`src/rtl/omt_pkg.sv`:
```
`default_nettype none
package omt_pkg;

  localparam int unsigned IN_DATA_W  = 24;
  localparam int unsigned OUT_DATA_W = 16;
  localparam int unsigned OPCODE_W   = 2;
  localparam int unsigned SLOT_ID_W  = 6;
  localparam int unsigned CALLER_W   = 16;
  localparam int unsigned STATUS_W   = 3;
  localparam int unsigned GRANTED_W  = 6;

  typedef enum logic [OPCODE_W-1:0] {
    OP_CREATE  = 2'd0,
    OP_DESTROY = 2'd1,
    OP_ACQUIRE = 2'd2,
    OP_RELEASE = 2'd3
  } opcode_t;

  typedef enum logic [STATUS_W-1:0] {
    ST_OK      = 3'd0,
    ST_INVALID = 3'd1,
    ST_OWNER   = 3'd2,
    ST_BUSY    = 3'd3,
    ST_FULL    = 3'd4
  } status_t;

  typedef enum logic {
    FSM_IDLE = 1'b0,
    FSM_EXEC = 1'b1
  } fsm_t;

  // Commands from the controller to the datapath.
  typedef struct packed {
    logic capture;
    logic commit;
  } ctl_cmd_t;

  // Status from the datapath to the controller.
  typedef struct packed {
    logic out_valid;
  } dp_stat_t;

endpackage
`default_nettype wire

```
`src/rtl/owned_mutex_table.sv`:
```
// Channel  Direction  Fields (tdata, lowest bit first)
// in_      slave      opcode[1:0], slot_id[7:2], caller[23:8]
// out_     master     status[2:0], granted_slot[8:3], zero pad[15:9]
//
// Each request is first captured, which reads the creator and holder memories; it is
// then checked for ownership, written back and loaded into the result register.
// A new request is taken only once the previous one's result has been loaded.
// Reset clears the used and held bitmaps; the memories need no clearing pass.
// A stalled result stops the block only when the next result is ready to load.
`default_nettype none
module owned_mutex_table #(
  parameter int unsigned SLOT_COUNT   = 64,
  parameter int unsigned PROC_ID_BITS = 16
) (
  input  wire logic                           clk,
  input  wire logic                           rst_n,
  input  wire logic                           in_tvalid,
  output logic                                in_tready,
  input  wire logic [omt_pkg::IN_DATA_W-1:0]  in_tdata,  // opcode, slot_id, caller
  output logic                                out_tvalid,
  input  wire logic                           out_tready,
  output logic      [omt_pkg::OUT_DATA_W-1:0] out_tdata  // status, granted_slot, pad
);

  omt_pkg::ctl_cmd_t cmd;
  omt_pkg::dp_stat_t stat;

  omt_ctrl u_ctrl (
    .clk        (clk),
    .rst_n      (rst_n),
    .in_tvalid  (in_tvalid),
    .in_tready  (in_tready),
    .out_tready (out_tready),
    .stat       (stat),
    .cmd        (cmd)
  );

  omt_dp #(
    .SLOT_COUNT   (SLOT_COUNT),
    .PROC_ID_BITS (PROC_ID_BITS)
  ) u_dp (
    .clk        (clk),
    .rst_n      (rst_n),
    .in_tdata   (in_tdata),
    .out_tready (out_tready),
    .out_tdata  (out_tdata),
    .cmd        (cmd),
    .stat       (stat)
  );

  assign out_tvalid = stat.out_valid;

  // Only one request is in flight: the cycle after a transfer in takes no other.
  a_one_in_flight: assert property (@(posedge clk) disable iff (!rst_n)
    (in_tvalid && in_tready) |=> !in_tready)
    else $error("input taken while a request is in flight");

  // Every commit follows a captured request.
  a_commit_after_capture: assert property (@(posedge clk) disable iff (!rst_n)
    (cmd.commit && $past(rst_n)) |-> ($past(cmd.capture) || $past(u_dp.out_valid_r)))
    else $error("commit without a captured request");

  // A new result appears only through a commit.
  a_result_from_commit: assert property (@(posedge clk) disable iff (!rst_n)
    $rose(out_tvalid) |-> $past(cmd.commit))
    else $error("result appeared without a commit");

  // Only a successful create reports a slot.
  a_granted_only_ok: assert property (@(posedge clk) disable iff (!rst_n)
    (out_tvalid && (out_tdata[2:0] != omt_pkg::ST_OK)) |-> (out_tdata[8:3] == '0))
    else $error("granted slot on a failed request");

endmodule
`default_nettype wire

```
`src/rtl/omt_ram.sv`:
```
`default_nettype none
module omt_ram #(
  parameter int unsigned WIDTH = 16,
  parameter int unsigned DEPTH = 64
) (
  input  wire logic                     clk,
  input  wire logic                     we,
  input  wire logic [$clog2(DEPTH)-1:0] waddr,
  input  wire logic [WIDTH-1:0]         wdata,
  input  wire logic                     re,
  input  wire logic [$clog2(DEPTH)-1:0] raddr,
  output logic      [WIDTH-1:0]         rdata
);

  logic [WIDTH-1:0] mem [DEPTH];

  always_ff @(posedge clk) begin
    if (we) begin
      mem[waddr] <= wdata;
    end
    if (re) begin
      rdata <= mem[raddr];
    end
  end

endmodule
`default_nettype wire

```
`src/rtl/omt_ctrl.sv`:
```
`default_nettype none
module omt_ctrl (
  input  wire logic              clk,
  input  wire logic              rst_n,
  input  wire logic              in_tvalid,
  output logic                   in_tready,
  input  wire logic              out_tready,
  input  wire omt_pkg::dp_stat_t stat,
  output omt_pkg::ctl_cmd_t      cmd
);

  omt_pkg::fsm_t state_r, state_nxt;

  always_ff @(posedge clk) begin
    if (!rst_n) begin
      state_r <= omt_pkg::FSM_IDLE;
    end else begin
      state_r <= state_nxt;
    end
  end

  always_comb begin
    state_nxt   = state_r;
    in_tready   = 1'b0;
    cmd.capture = 1'b0;
    cmd.commit  = 1'b0;
    unique case (state_r)
      omt_pkg::FSM_IDLE: begin
        // No transfer is taken while reset is held.
        in_tready = rst_n;
        if (in_tvalid && rst_n) begin
          cmd.capture = 1'b1;
          state_nxt   = omt_pkg::FSM_EXEC;
        end
      end
      omt_pkg::FSM_EXEC: begin
        // The result register must be free, or be emptied in this cycle.
        if (!stat.out_valid || out_tready) begin
          cmd.commit = 1'b1;
          state_nxt  = omt_pkg::FSM_IDLE;
        end
      end
      default: begin
        state_nxt = omt_pkg::FSM_IDLE;
      end
    endcase
  end

endmodule
`default_nettype wire

```
`src/rtl/omt_dp.sv`:
```
`default_nettype none
module omt_dp #(
  parameter int unsigned SLOT_COUNT   = 64,
  parameter int unsigned PROC_ID_BITS = 16
) (
  input  wire logic                               clk,
  input  wire logic                               rst_n,
  input  wire logic [omt_pkg::IN_DATA_W-1:0]      in_tdata,
  input  wire logic                               out_tready,
  output logic      [omt_pkg::OUT_DATA_W-1:0]     out_tdata,
  input  wire omt_pkg::ctl_cmd_t                  cmd,
  output omt_pkg::dp_stat_t                       stat
);

  localparam int unsigned SLOT_W = $clog2(SLOT_COUNT);
  localparam int unsigned CMP_W  =
    ((SLOT_W > omt_pkg::SLOT_ID_W) ? SLOT_W : omt_pkg::SLOT_ID_W) + 1;
  localparam int unsigned PAD_W  =
    omt_pkg::OUT_DATA_W - omt_pkg::STATUS_W - omt_pkg::GRANTED_W;

  // Request fields.
  omt_pkg::opcode_t                in_op;
  logic [omt_pkg::SLOT_ID_W-1:0]   in_slot;
  logic [omt_pkg::CALLER_W-1:0]    in_caller;
  logic [CMP_W-1:0]                slot_ext;

  assign in_op     = omt_pkg::opcode_t'(in_tdata[omt_pkg::OPCODE_W-1:0]);
  assign in_slot   = in_tdata[omt_pkg::OPCODE_W +: omt_pkg::SLOT_ID_W];
  assign in_caller = in_tdata[omt_pkg::OPCODE_W + omt_pkg::SLOT_ID_W +: omt_pkg::CALLER_W];
  assign slot_ext  = CMP_W'(in_slot);

  // A bit per slot: set while the slot is created, or while it is held.
  logic [SLOT_COUNT-1:0] created_r, created_nxt;
  logic [SLOT_COUNT-1:0] held_r, held_nxt;

  // Lowest free slot.
  logic [SLOT_W-1:0] free_idx;
  logic              any_free;

  always_comb begin
    free_idx = '0;
    any_free = 1'b0;
    for (int i = SLOT_COUNT - 1; i >= 0; i--) begin
      if (!created_r[i]) begin
        free_idx = SLOT_W'(i);
        any_free = 1'b1;
      end
    end
  end

  // Captured request.
  omt_pkg::opcode_t    op_r;
  logic [SLOT_W-1:0]   addr_r;
  logic                id_ok_r;
  logic                full_r;
  logic [PROC_ID_BITS-1:0] pid_r;
  logic [SLOT_W-1:0]   addr_sel;

  assign addr_sel = (in_op == omt_pkg::OP_CREATE) ? free_idx : SLOT_W'(slot_ext);

  always_ff @(posedge clk) begin
    if (cmd.capture) begin
      op_r    <= in_op;
      addr_r  <= addr_sel;
      id_ok_r <= slot_ext < CMP_W'(SLOT_COUNT);
      full_r  <= !any_free;
      pid_r   <= PROC_ID_BITS'(in_caller);
    end
  end

  // Creator and holder stores; an entry only means something while its bit is set.
  logic                    c_we, h_we;
  logic [PROC_ID_BITS-1:0] c_rdata, h_rdata;

  omt_ram #(.WIDTH(PROC_ID_BITS), .DEPTH(SLOT_COUNT)) u_creator_ram (
    .clk   (clk),
    .we    (c_we),
    .waddr (addr_r),
    .wdata (pid_r),
    .re    (cmd.capture),
    .raddr (addr_sel),
    .rdata (c_rdata)
  );

  omt_ram #(.WIDTH(PROC_ID_BITS), .DEPTH(SLOT_COUNT)) u_holder_ram (
    .clk   (clk),
    .we    (h_we),
    .waddr (addr_r),
    .wdata (pid_r),
    .re    (cmd.capture),
    .raddr (addr_sel),
    .rdata (h_rdata)
  );

  logic                    pid_zero;
  logic                    is_creator;
  logic [PROC_ID_BITS-1:0] holder;
  omt_pkg::status_t        status;
  logic                    do_create, do_destroy, do_acquire, do_release;

  assign pid_zero   = (pid_r == '0);
  assign is_creator = created_r[addr_r] && (c_rdata == pid_r);
  assign holder     = held_r[addr_r] ? h_rdata : '0;

  always_comb begin
    status     = omt_pkg::ST_OK;
    do_create  = 1'b0;
    do_destroy = 1'b0;
    do_acquire = 1'b0;
    do_release = 1'b0;
    if (pid_zero) begin
      status = omt_pkg::ST_OWNER;
    end else if (op_r == omt_pkg::OP_CREATE) begin
      if (full_r) begin
        status = omt_pkg::ST_FULL;
      end else begin
        do_create = 1'b1;
      end
    end else if (!id_ok_r) begin
      status = omt_pkg::ST_INVALID;
    end else begin
      unique case (op_r)
        omt_pkg::OP_DESTROY: begin
          if (!is_creator) begin
            status = omt_pkg::ST_OWNER;
          end else begin
            do_destroy = 1'b1;
          end
        end
        omt_pkg::OP_ACQUIRE: begin
          if (holder == pid_r) begin
            status = omt_pkg::ST_OWNER;
          end else if (holder != '0) begin
            status = omt_pkg::ST_BUSY;
          end else begin
            do_acquire = 1'b1;
          end
        end
        omt_pkg::OP_RELEASE: begin
          if (holder != pid_r) begin
            status = omt_pkg::ST_OWNER;
          end else begin
            do_release = 1'b1;
          end
        end
        default: begin
          status = omt_pkg::ST_OK;
        end
      endcase
    end
  end

  assign c_we = cmd.commit && do_create;
  assign h_we = cmd.commit && do_acquire;

  always_comb begin
    created_nxt = created_r;
    held_nxt    = held_r;
    if (cmd.commit) begin
      if (do_create) begin
        created_nxt[addr_r] = 1'b1;
      end
      if (do_destroy) begin
        created_nxt[addr_r] = 1'b0;
        held_nxt[addr_r]    = 1'b0;
      end
      if (do_acquire) begin
        held_nxt[addr_r] = 1'b1;
      end
      if (do_release) begin
        held_nxt[addr_r] = 1'b0;
      end
    end
  end

  // Result register.
  logic                          out_valid_r, out_valid_nxt;
  omt_pkg::status_t              status_r;
  logic [omt_pkg::GRANTED_W-1:0] granted_r;

  assign out_valid_nxt = cmd.commit || (out_valid_r && !out_tready);

  always_ff @(posedge clk) begin
    if (!rst_n) begin
      created_r   <= '0;
      held_r      <= '0;
      out_valid_r <= 1'b0;
    end else begin
      created_r   <= created_nxt;
      held_r      <= held_nxt;
      out_valid_r <= out_valid_nxt;
    end
  end

  always_ff @(posedge clk) begin
    if (cmd.commit) begin
      status_r  <= status;
      granted_r <= do_create ? omt_pkg::GRANTED_W'(addr_r) : '0;
    end
  end

  assign stat.out_valid = out_valid_r;
  assign out_tdata      = {{PAD_W{1'b0}}, granted_r, status_r};

endmodule
`default_nettype wire
```
`config.mk`:
```
export PLATFORM = sky130hd
export DESIGN_NAME = owned_mutex_table
export DESIGN_NICKNAME = d
export VERILOG_FILES = /design/src/rtl/omt_pkg.sv /design/src/rtl/owned_mutex_table.sv /design/src/rtl/omt_ram.sv /design/src/rtl/omt_ctrl.sv /design/src/rtl/omt_dp.sv
export SDC_FILE = /design/constraint.sdc
export NUM_CORES = 2
export LEC_CHECK = 0
export BUFFER_PORTS_ARGS = -buffer_cell sky130_fd_sc_hd__buf_2
export CAP_MARGIN = 30
export CORE_MARGIN = 2
export CORE_UTILIZATION = 38
export DETAILED_ROUTE_END_ITERATION = 10
export PLACE_DENSITY = 0.62
export SYNTH_ARGS = -nofsm -noshare
export SYNTH_HDL_FRONTEND = slang
export SYNTH_SLANG_ARGS = --single-unit
```
`constraint.sdc`:
```
create_clock -name clk -period 6.45 [get_ports clk]
set_input_delay 0 -clock clk [delete_from_list [all_inputs] [get_ports clk]]
set_output_delay 0 -clock clk [all_outputs]
set_load 0.01 [all_outputs]
```
; Yosys cells after proc, flatten, opt, wreduce, memory -nomap -nowiden
; Memory sizes are Yosys's and may differ from the RTL's. A register that Yosys moved wholly into a read port is not among the register bits.
; Index checks and enable logic that the tools add are counted.
[totals]
ff_bits = 165
inputBits = 28
elab_cells = 226
mem_bits_rw = 2048
memories = 2
[memory_table]
columns = memory, words, width, rd, rd_ports_with_merged_regs, write_ports, line_no
row1 = u_dp.u_creator_ram.mem, 64, 16, 1, 1, 1, omt_ram.sv:15  ; logic [WIDTH-1:0] mem [DEPTH];
row2 = u_dp.u_holder_ram.mem, 64, 16, 1, 1, 1, omt_ram.sv:15
[classes]
n_lt_le_gt_ge = 3
mux = 182
n_bitwise = 7
n_reduce_logical = 15
eq_ne = 6
[ops]
columns = operator, count
row1 = 2-to-1 mux 64 bit, 8
row2 = 2-to-1 mux 6 bit, 65
row3 = bitwise AND 64 bit, 3
row4 = OR 64 bit, 2
row5 = 2-to-1 mux 1 bit, 96
row6 = inverter 64 bit, 1
row7 = == test 16 bit, 2
row8 = logical NOT 16 bit, 1
row9 = 2-to-1 mux 16 bit, 1
row10 = != test 16 bit, 1
row11 = nonzero test 16 bit, 1
row12 = "< comparator 6 x 7 -> 1 bit, second input constant", 2
row13 = binary-select mux 1 bit (select 6 bit), 2
row14 = 2-to-1 mux 3 bit, 4
row15 = case mux 3 bit (3 select lines), 1
row16 = demux 1 bit (select 6 bit), 1
row17 = "greater-or-equal comparator 6 x 1 -> 1 bit, second input constant", 1
row18 = logical AND 1 bit, 6
row19 = 2-to-1 mux 2 bit, 3
row20 = "== test 2 bit, second input constant", 2
row21 = logical NOT 2 bit, 2
row22 = logical NOT 1 bit, 3
row23 = "== test 2 x 1 -> 1 bit, second input constant", 1
row24 = logical OR 1 bit, 2
row25 = 2 further kinds, 2

; Depth between registers and ports, before layout
[depth]
ltp_word = 65
ltp_mapped = 18
mapped_depth_nobuf = 12

; By module
; From an unflattened synthesis, not the netlist that was laid out.
[hier_totals]
hier_cells = 4834
hier_area_um2 = 90093.9
[modules_own_cells]
columns = module, n_inst, area_per_inst_um2, cells_each, seq_area_each_um2
row1 = omt_ram, 2, 40202.3, 1829, 31230.0
row2 = omt_dp, 1, 9633.0, 1168, 3603.5
row3 = omt_ctrl, 1, 56.3, 8, 20.0

; Least setup slack after synthesis
; No wires, ideal clock.
[synth_path]
kind = flip-flop to flip-flop
startpoint = register u_dp.pid_r[0]
endpoint = register u_dp.held_r[40]
setup_slack_ps = 1367
setup_time_ps = 80
arrival_time_ps = 5003
path_stages_with_launch = 10
n_path_buf = 1
synth_period_minus_slack_ps = 5083
required_ps = 6370
path_cell_list = edfxtp_1 -> nor4_1 -> and3_1 -> nand4_1 -> nor2b_1 -> nand2_1 -> clkbuf_1 -> nor4_1 -> o21ai_0 -> a41oi_2
[synth_between]
elab_chain_cells = 14
[synth_rtl]
columns = element, line_no
row1 = from (decl), omt_dp.sv:56  ; logic [PROC_ID_BITS-1:0] pid_r;
row2 = from (signal assigned), omt_dp.sv:67  ; pid_r <= PROC_ID_BITS'(in_caller);
row3 = == test 16 bit, omt_dp.sv:102  ; assign is_creator = created_r[addr_r] && (c_rdata == pid_r);
row4 = logical AND 1 bit, omt_dp.sv:102
row5 = 2-to-1 mux 1 bit, omt_dp.sv:124  ; if (!is_creator) begin
row6 = 2-to-1 mux 1 bit, omt_dp.sv:122  ; unique case (op_r)
row7 = 2-to-1 mux 1 bit, omt_dp.sv:119  ; end else if (!id_ok_r) begin
row8 = 2-to-1 mux 1 bit, omt_dp.sv:113  ; end else if (op_r == omt_pkg::OP_CREATE) begin
row9 = 2-to-1 mux 1 bit, omt_dp.sv:111  ; if (pid_zero) begin
row10 = 2-to-1 mux 64 bit, omt_dp.sv:163  ; if (do_destroy) begin
row11 = 2-to-1 mux 64 bit, omt_dp.sv:159  ; if (cmd.commit) begin
row12 = OR 64 bit (no source line), n/a
row13 = 2-to-1 mux 64 bit, omt_dp.sv:167  ; if (do_acquire) begin
row14 = 2-to-1 mux 64 bit, omt_dp.sv:159
row15 = bitwise AND 64 bit (no source line), n/a
row16 = 2-to-1 mux 64 bit (*), omt_dp.sv:170  ; if (do_release) begin
row17 = to (signal assigned), omt_dp.sv:190  ; held_r <= held_nxt;
row18 = to (decl), omt_dp.sv:34  ; logic [SLOT_COUNT-1:0] held_r, held_nxt;
; Mark *: on every way between the ends. The rest lies on a longest branch, timed or not. The select of a mux whose other input is x is not followed.
; A chain may end at the register's enable or synchronous reset.

; Worst setup path in the final report
[layout_path]
startpoint = register u_dp.addr_r[1]
endpoint = memory u_dp.u_holder_ram.mem[36][13] (enable)
[layout_between]
elab_chain_cells = 13
[layout_rtl]
columns = element, line_no
row1 = from (decl), omt_dp.sv:53  ; logic [SLOT_W-1:0] addr_r;
row2 = from (signal assigned), omt_dp.sv:64  ; addr_r <= addr_sel;
row3 = binary-select mux 1 bit (select 6 bit), omt_dp.sv:103  ; assign holder = held_r[addr_r] ? h_rdata : '0;
row4 = 2-to-1 mux 1 bit (not written as such), omt_dp.sv:103
row5 = 2-to-1 mux 16 bit, omt_dp.sv:103
row6 = nonzero test 16 bit, omt_dp.sv:133  ; end else if (holder != '0) begin
row7 = 2-to-1 mux 1 bit, omt_dp.sv:133
row8 = 2-to-1 mux 1 bit, omt_dp.sv:131  ; if (holder == pid_r) begin
row9 = 2-to-1 mux 1 bit, omt_dp.sv:122
row10 = 2-to-1 mux 1 bit, omt_dp.sv:119
row11 = 2-to-1 mux 1 bit, omt_dp.sv:113
row12 = 2-to-1 mux 1 bit, omt_dp.sv:111
row13 = logical AND 1 bit, omt_dp.sv:154  ; assign h_we = cmd.commit && do_acquire;
row14 = 2-to-1 mux 1 bit, omt_ram.sv:18  ; if (we) begin
row15 = 2-to-1 mux 1 bit (not written as such), omt_ram.sv:19  ; mem[waddr] <= wdata;
row16 = to (decl), omt_ram.sv:15
; Parallel ways exist; a longest one is shown, timed or not. The select of a mux whose other input is x is not followed.

==> qor.txt <==
Slew Limit Headroom -> 0.198
Post-CTS resize count -> 0
Synth unique cells -> 80
Pint -> 23400 µW
Final #Nets -> 6977
Sequential share of power -> 0.520
# DRC -> 0
Arrival time at the worst endpoint -> 6.04 ns
Buf/Inv on CP -> 2
I/O Pins -> 46
Drt pass-1 iters -> 6
WL/cell -> 28.9 µm
Reg2reg start -> u_dp.addr_r[1]
Status -> complete, no violations
Net Sw Power -> 7240 µW
Top sig layer -> met5
Cell family with most CP delay -> simple AND/OR/NAND/NOR gates
Crit path capture type -> register
Worst-path cell chain -> inv_2, a221oi_1, o32ai_1, a22o_1, or4b_1, a22oi_1, nor4_1, and3_4, or4_4, buf_4, nor2_2
Max-Cap Viols -> 0
Fraction of registers with async set/reset -> 0
TritonCTS Sinks -> 2244
Setup CP Type -> reg -> reg
Worst hold path type -> in -> reg
Gr usage total -> 0.239
Via count -> 61021
EDFF count, synth -> 2114
Vias per cell -> 5.92
Top cell type's share of synthesized area -> 0.701
Worst setup SP type -> register
Final ANT Viol Nets -> 0
Die Span X -> 492 µm
Fmax -> 180 MHz
Avg Cell Area, Syn -> 13.3 µm²
Top_reg_cell synth -> edfxtp_1
Final setup vio count -> 0
Minimum clock period -> 5.56 ns
Hold path endpoint -> u_dp.op_r[0]
Max Slew Vio Count -> 0
FF-to-FF End -> u_dp.u_holder_ram.mem[36][13]
Global-route wire length before repair -> 422000 µm
Met3 Routed Length -> 31400 µm
CP Max Fanout -> 24
Metal-1 WL -> 121000 µm
Die H -> 492 µm
VDD IR max -> 0.290 mV
Area contributors post-synth -> edfxtp_1 70%, nand2_1 6.2%, mux2i_1 3.5%
Pin count of the biggest net entering global routing -> 133
Vias in the first global route -> 56408
CTS max path bufs -> 3
Ratio of cells with drive above 1 in the final layout -> 0.116
#FFs+latches synth -> 2244
Met2 wire length -> 133000 µm
Root buffer cell -> clkbuf_16
Mapped Cells -> 6789
Port Buf Inserts -> 38
CTS tree -> built
Gr ovfl total -> 0
Cell accounting for the most synthesized area -> edfxtp_1
Setup TNS -> 0 ns
Row cnt -> 179
Cell area after synthesis -> 90600 µm²
HP Start -> in_tdata[0]
Leak -> 0.0350 µW
Worst-Skew Late Latency -> 0.91 ns
Comb power frac -> 0.068
Crit-path slowest cell -> edfxtp_1
Final cell count without fillers -> 10311
R2r worst-path depth -> 11
PD cells -> 296 nW/µm²
Commonest cells after routing, fill and taps aside -> 2114 x edfxtp_1, 1486 x nand2_1, 566 x nand3_1
Synthesis Warnings -> 0
H-tree Lvls -> 4
Initial antenna violation count -> 17
Num CTS Buffers -> 216
Net Sw Frac -> 0.236
Reg2reg setup slack -> 0.89 ns
Commonest non-fill, non-tap cell in the layout -> edfxtp_1
Cells after DPL -> 9848
WL final -> 298000 µm
Worst Tran Pin Value -> 1.19 ns
Largest stage delay on the critical path -> 1.00 ns
Area grow syn2layout -> 14.3%
WP data required -> 6.94 ns
Worst Skew -> 0.0815 ns
Fin crit share -> 0.862
DIE AREA -> 242000 µm²
Postcts setup bufs -> 0
Dpl hpwl -> 179000 µm
Clock Power Share -> 0.411
Hold Violations, Final -> 0
WHS Path Cells -> 2
Initial Util -> 0.382
Core ar. -> 237000 µm²
Clock-pin slew on the worst setup and hold paths -> 0.07 ns
Gpl congestion -> 0.967
Sequential fraction of the synthesis area -> 0.729
Starting DRT DRC Count -> 9405
Unrepaired setup endpoints after global routing -> false
## per-layer routing
metal  track usage  vias up
met5             0        -
met4        0.0942        4
met3        0.0451      585
met2         0.361     3732
met1         0.342    30746
li1              -    25954
## per-stage QoR
step           worst slack [ns]  area (µm²)  utilization  total power (µW)  hold slack [ns]
2_1_floorplan              1.37       90600            -             17300           0.0989
3_3_place_gp              0.828       96000        0.404             18200            0.178
3_5_place_dp              0.994       96100        0.405             18300            0.179
4_1_cts                   0.987      104000        0.436             30700          0.00865
5_1_grt                   0.635      104000        0.436             31300           0.0368
6_report                  0.892      104000        0.436             30600           0.0854
## synth_stat cells, drive strengths merged (11+ instances only)
cell type and instances:
a21oi 282, mux4 20, dfxtp 130, a41oi 11
or4 22, a22oi 47, o221ai 111, a311oi 51
and3 77, xnor2 12, nor2 216, o22ai 40
nor2b 15, a211oi 13, clkbuf 270, and2 15
edfxtp 2114, o21a 116, nor3 53, a211o 12
a32oi 11, inv 20, nand3 566, mux2i 314
a2111oi 13, nand4 36, a221oi 18, a31oi 117
nor4 92, nand2 1494, buf 189, xor2 12
o21ai 150
## power by group through the flow
stage          clock network [µW]  registers (µW)  logic, µW
6_report                    12600           15900       2090
5_1_grt                     13200           15900       2180
4_1_cts                     12700           15900       2050
3_5_place_dp                    0           16200       2020
3_3_place_gp                    0           16200       2000
2_1_floorplan                   0           16300       1020
## sequential cells by signal (all words and copies together) (netlist names), named ones only
signal	cells
u_ctrl.state_r	1
u_dp.u_holder_ram.rdata	16
u_dp.u_creator_ram.mem	1024
u_dp.full_r	1
u_dp.held_r	64
u_dp.op_r	2
u_dp.created_r	1
u_dp.granted_r	6
u_dp.u_creator_ram.rdata	16
u_dp.status_r	3
u_dp.pid_r	16
u_dp.addr_r	6
u_dp.u_holder_ram.mem	1024
u_dp.stat	1
## cell type report
type | count | area [µm²]
antenna | 9 | 22.5
clock buffer | 277 | 5700
clock inverter | 127 | 1300
fill | 21292 | 134000
inverter | 22 | 105
multi-input combinational | 4070 | 23000
sequential | 2244 | 66100
tap | 3167 | 3960
timing repair buffer | 395 | 3460
## cell families (layout without fill, tap and decap cells)
logic type / count (synthesis) / count (layout) / share of synthesized area
XOR/XNOR: 24 / 24 / 0.00232
flip-flops: 2244 / 2244 / 0.729
other: 1 / 16 / 0.0000414
AO/OA/AOI/OAI: 1066 / 1066 / 0.0788
buffers and inverters: 481 / 821 / 0.0221
multiplexers: 342 / 342 / 0.0408
AND/OR/NAND/NOR: 2631 / 2631 / 0.127
## how the worst max path moves through the flow
stage / slack [ns] / end / from / cells past startpoint
2_1_floorplan: 1.37 / u_dp.held_r[40] / u_dp.pid_r[0] / 9
3_3_place_gp: 0.83 / u_dp.u_holder_ram.rdata[3] / register / 13
3_5_place_dp: 0.99 / u_dp.u_holder_ram.mem[36][3] / u_dp.addr_r[1] / 11
4_1_cts: 0.99 / u_dp.u_holder_ram.mem[36][3] / u_dp.addr_r[1] / 11
5_1_grt: 0.64 / u_dp.u_holder_ram.mem[36][3] / u_dp.addr_r[1] / 11
6_report: 0.89 / u_dp.u_holder_ram.mem[36][13] / u_dp.addr_r[1] / 11
## what timing repair did
item / CTS / global route
endpoints found under the setup margin: 0 / 0
hold buffers: 44 / 0
endpoints found under the hold margin: 72 / 0
(Power assumes the default switching activity.)
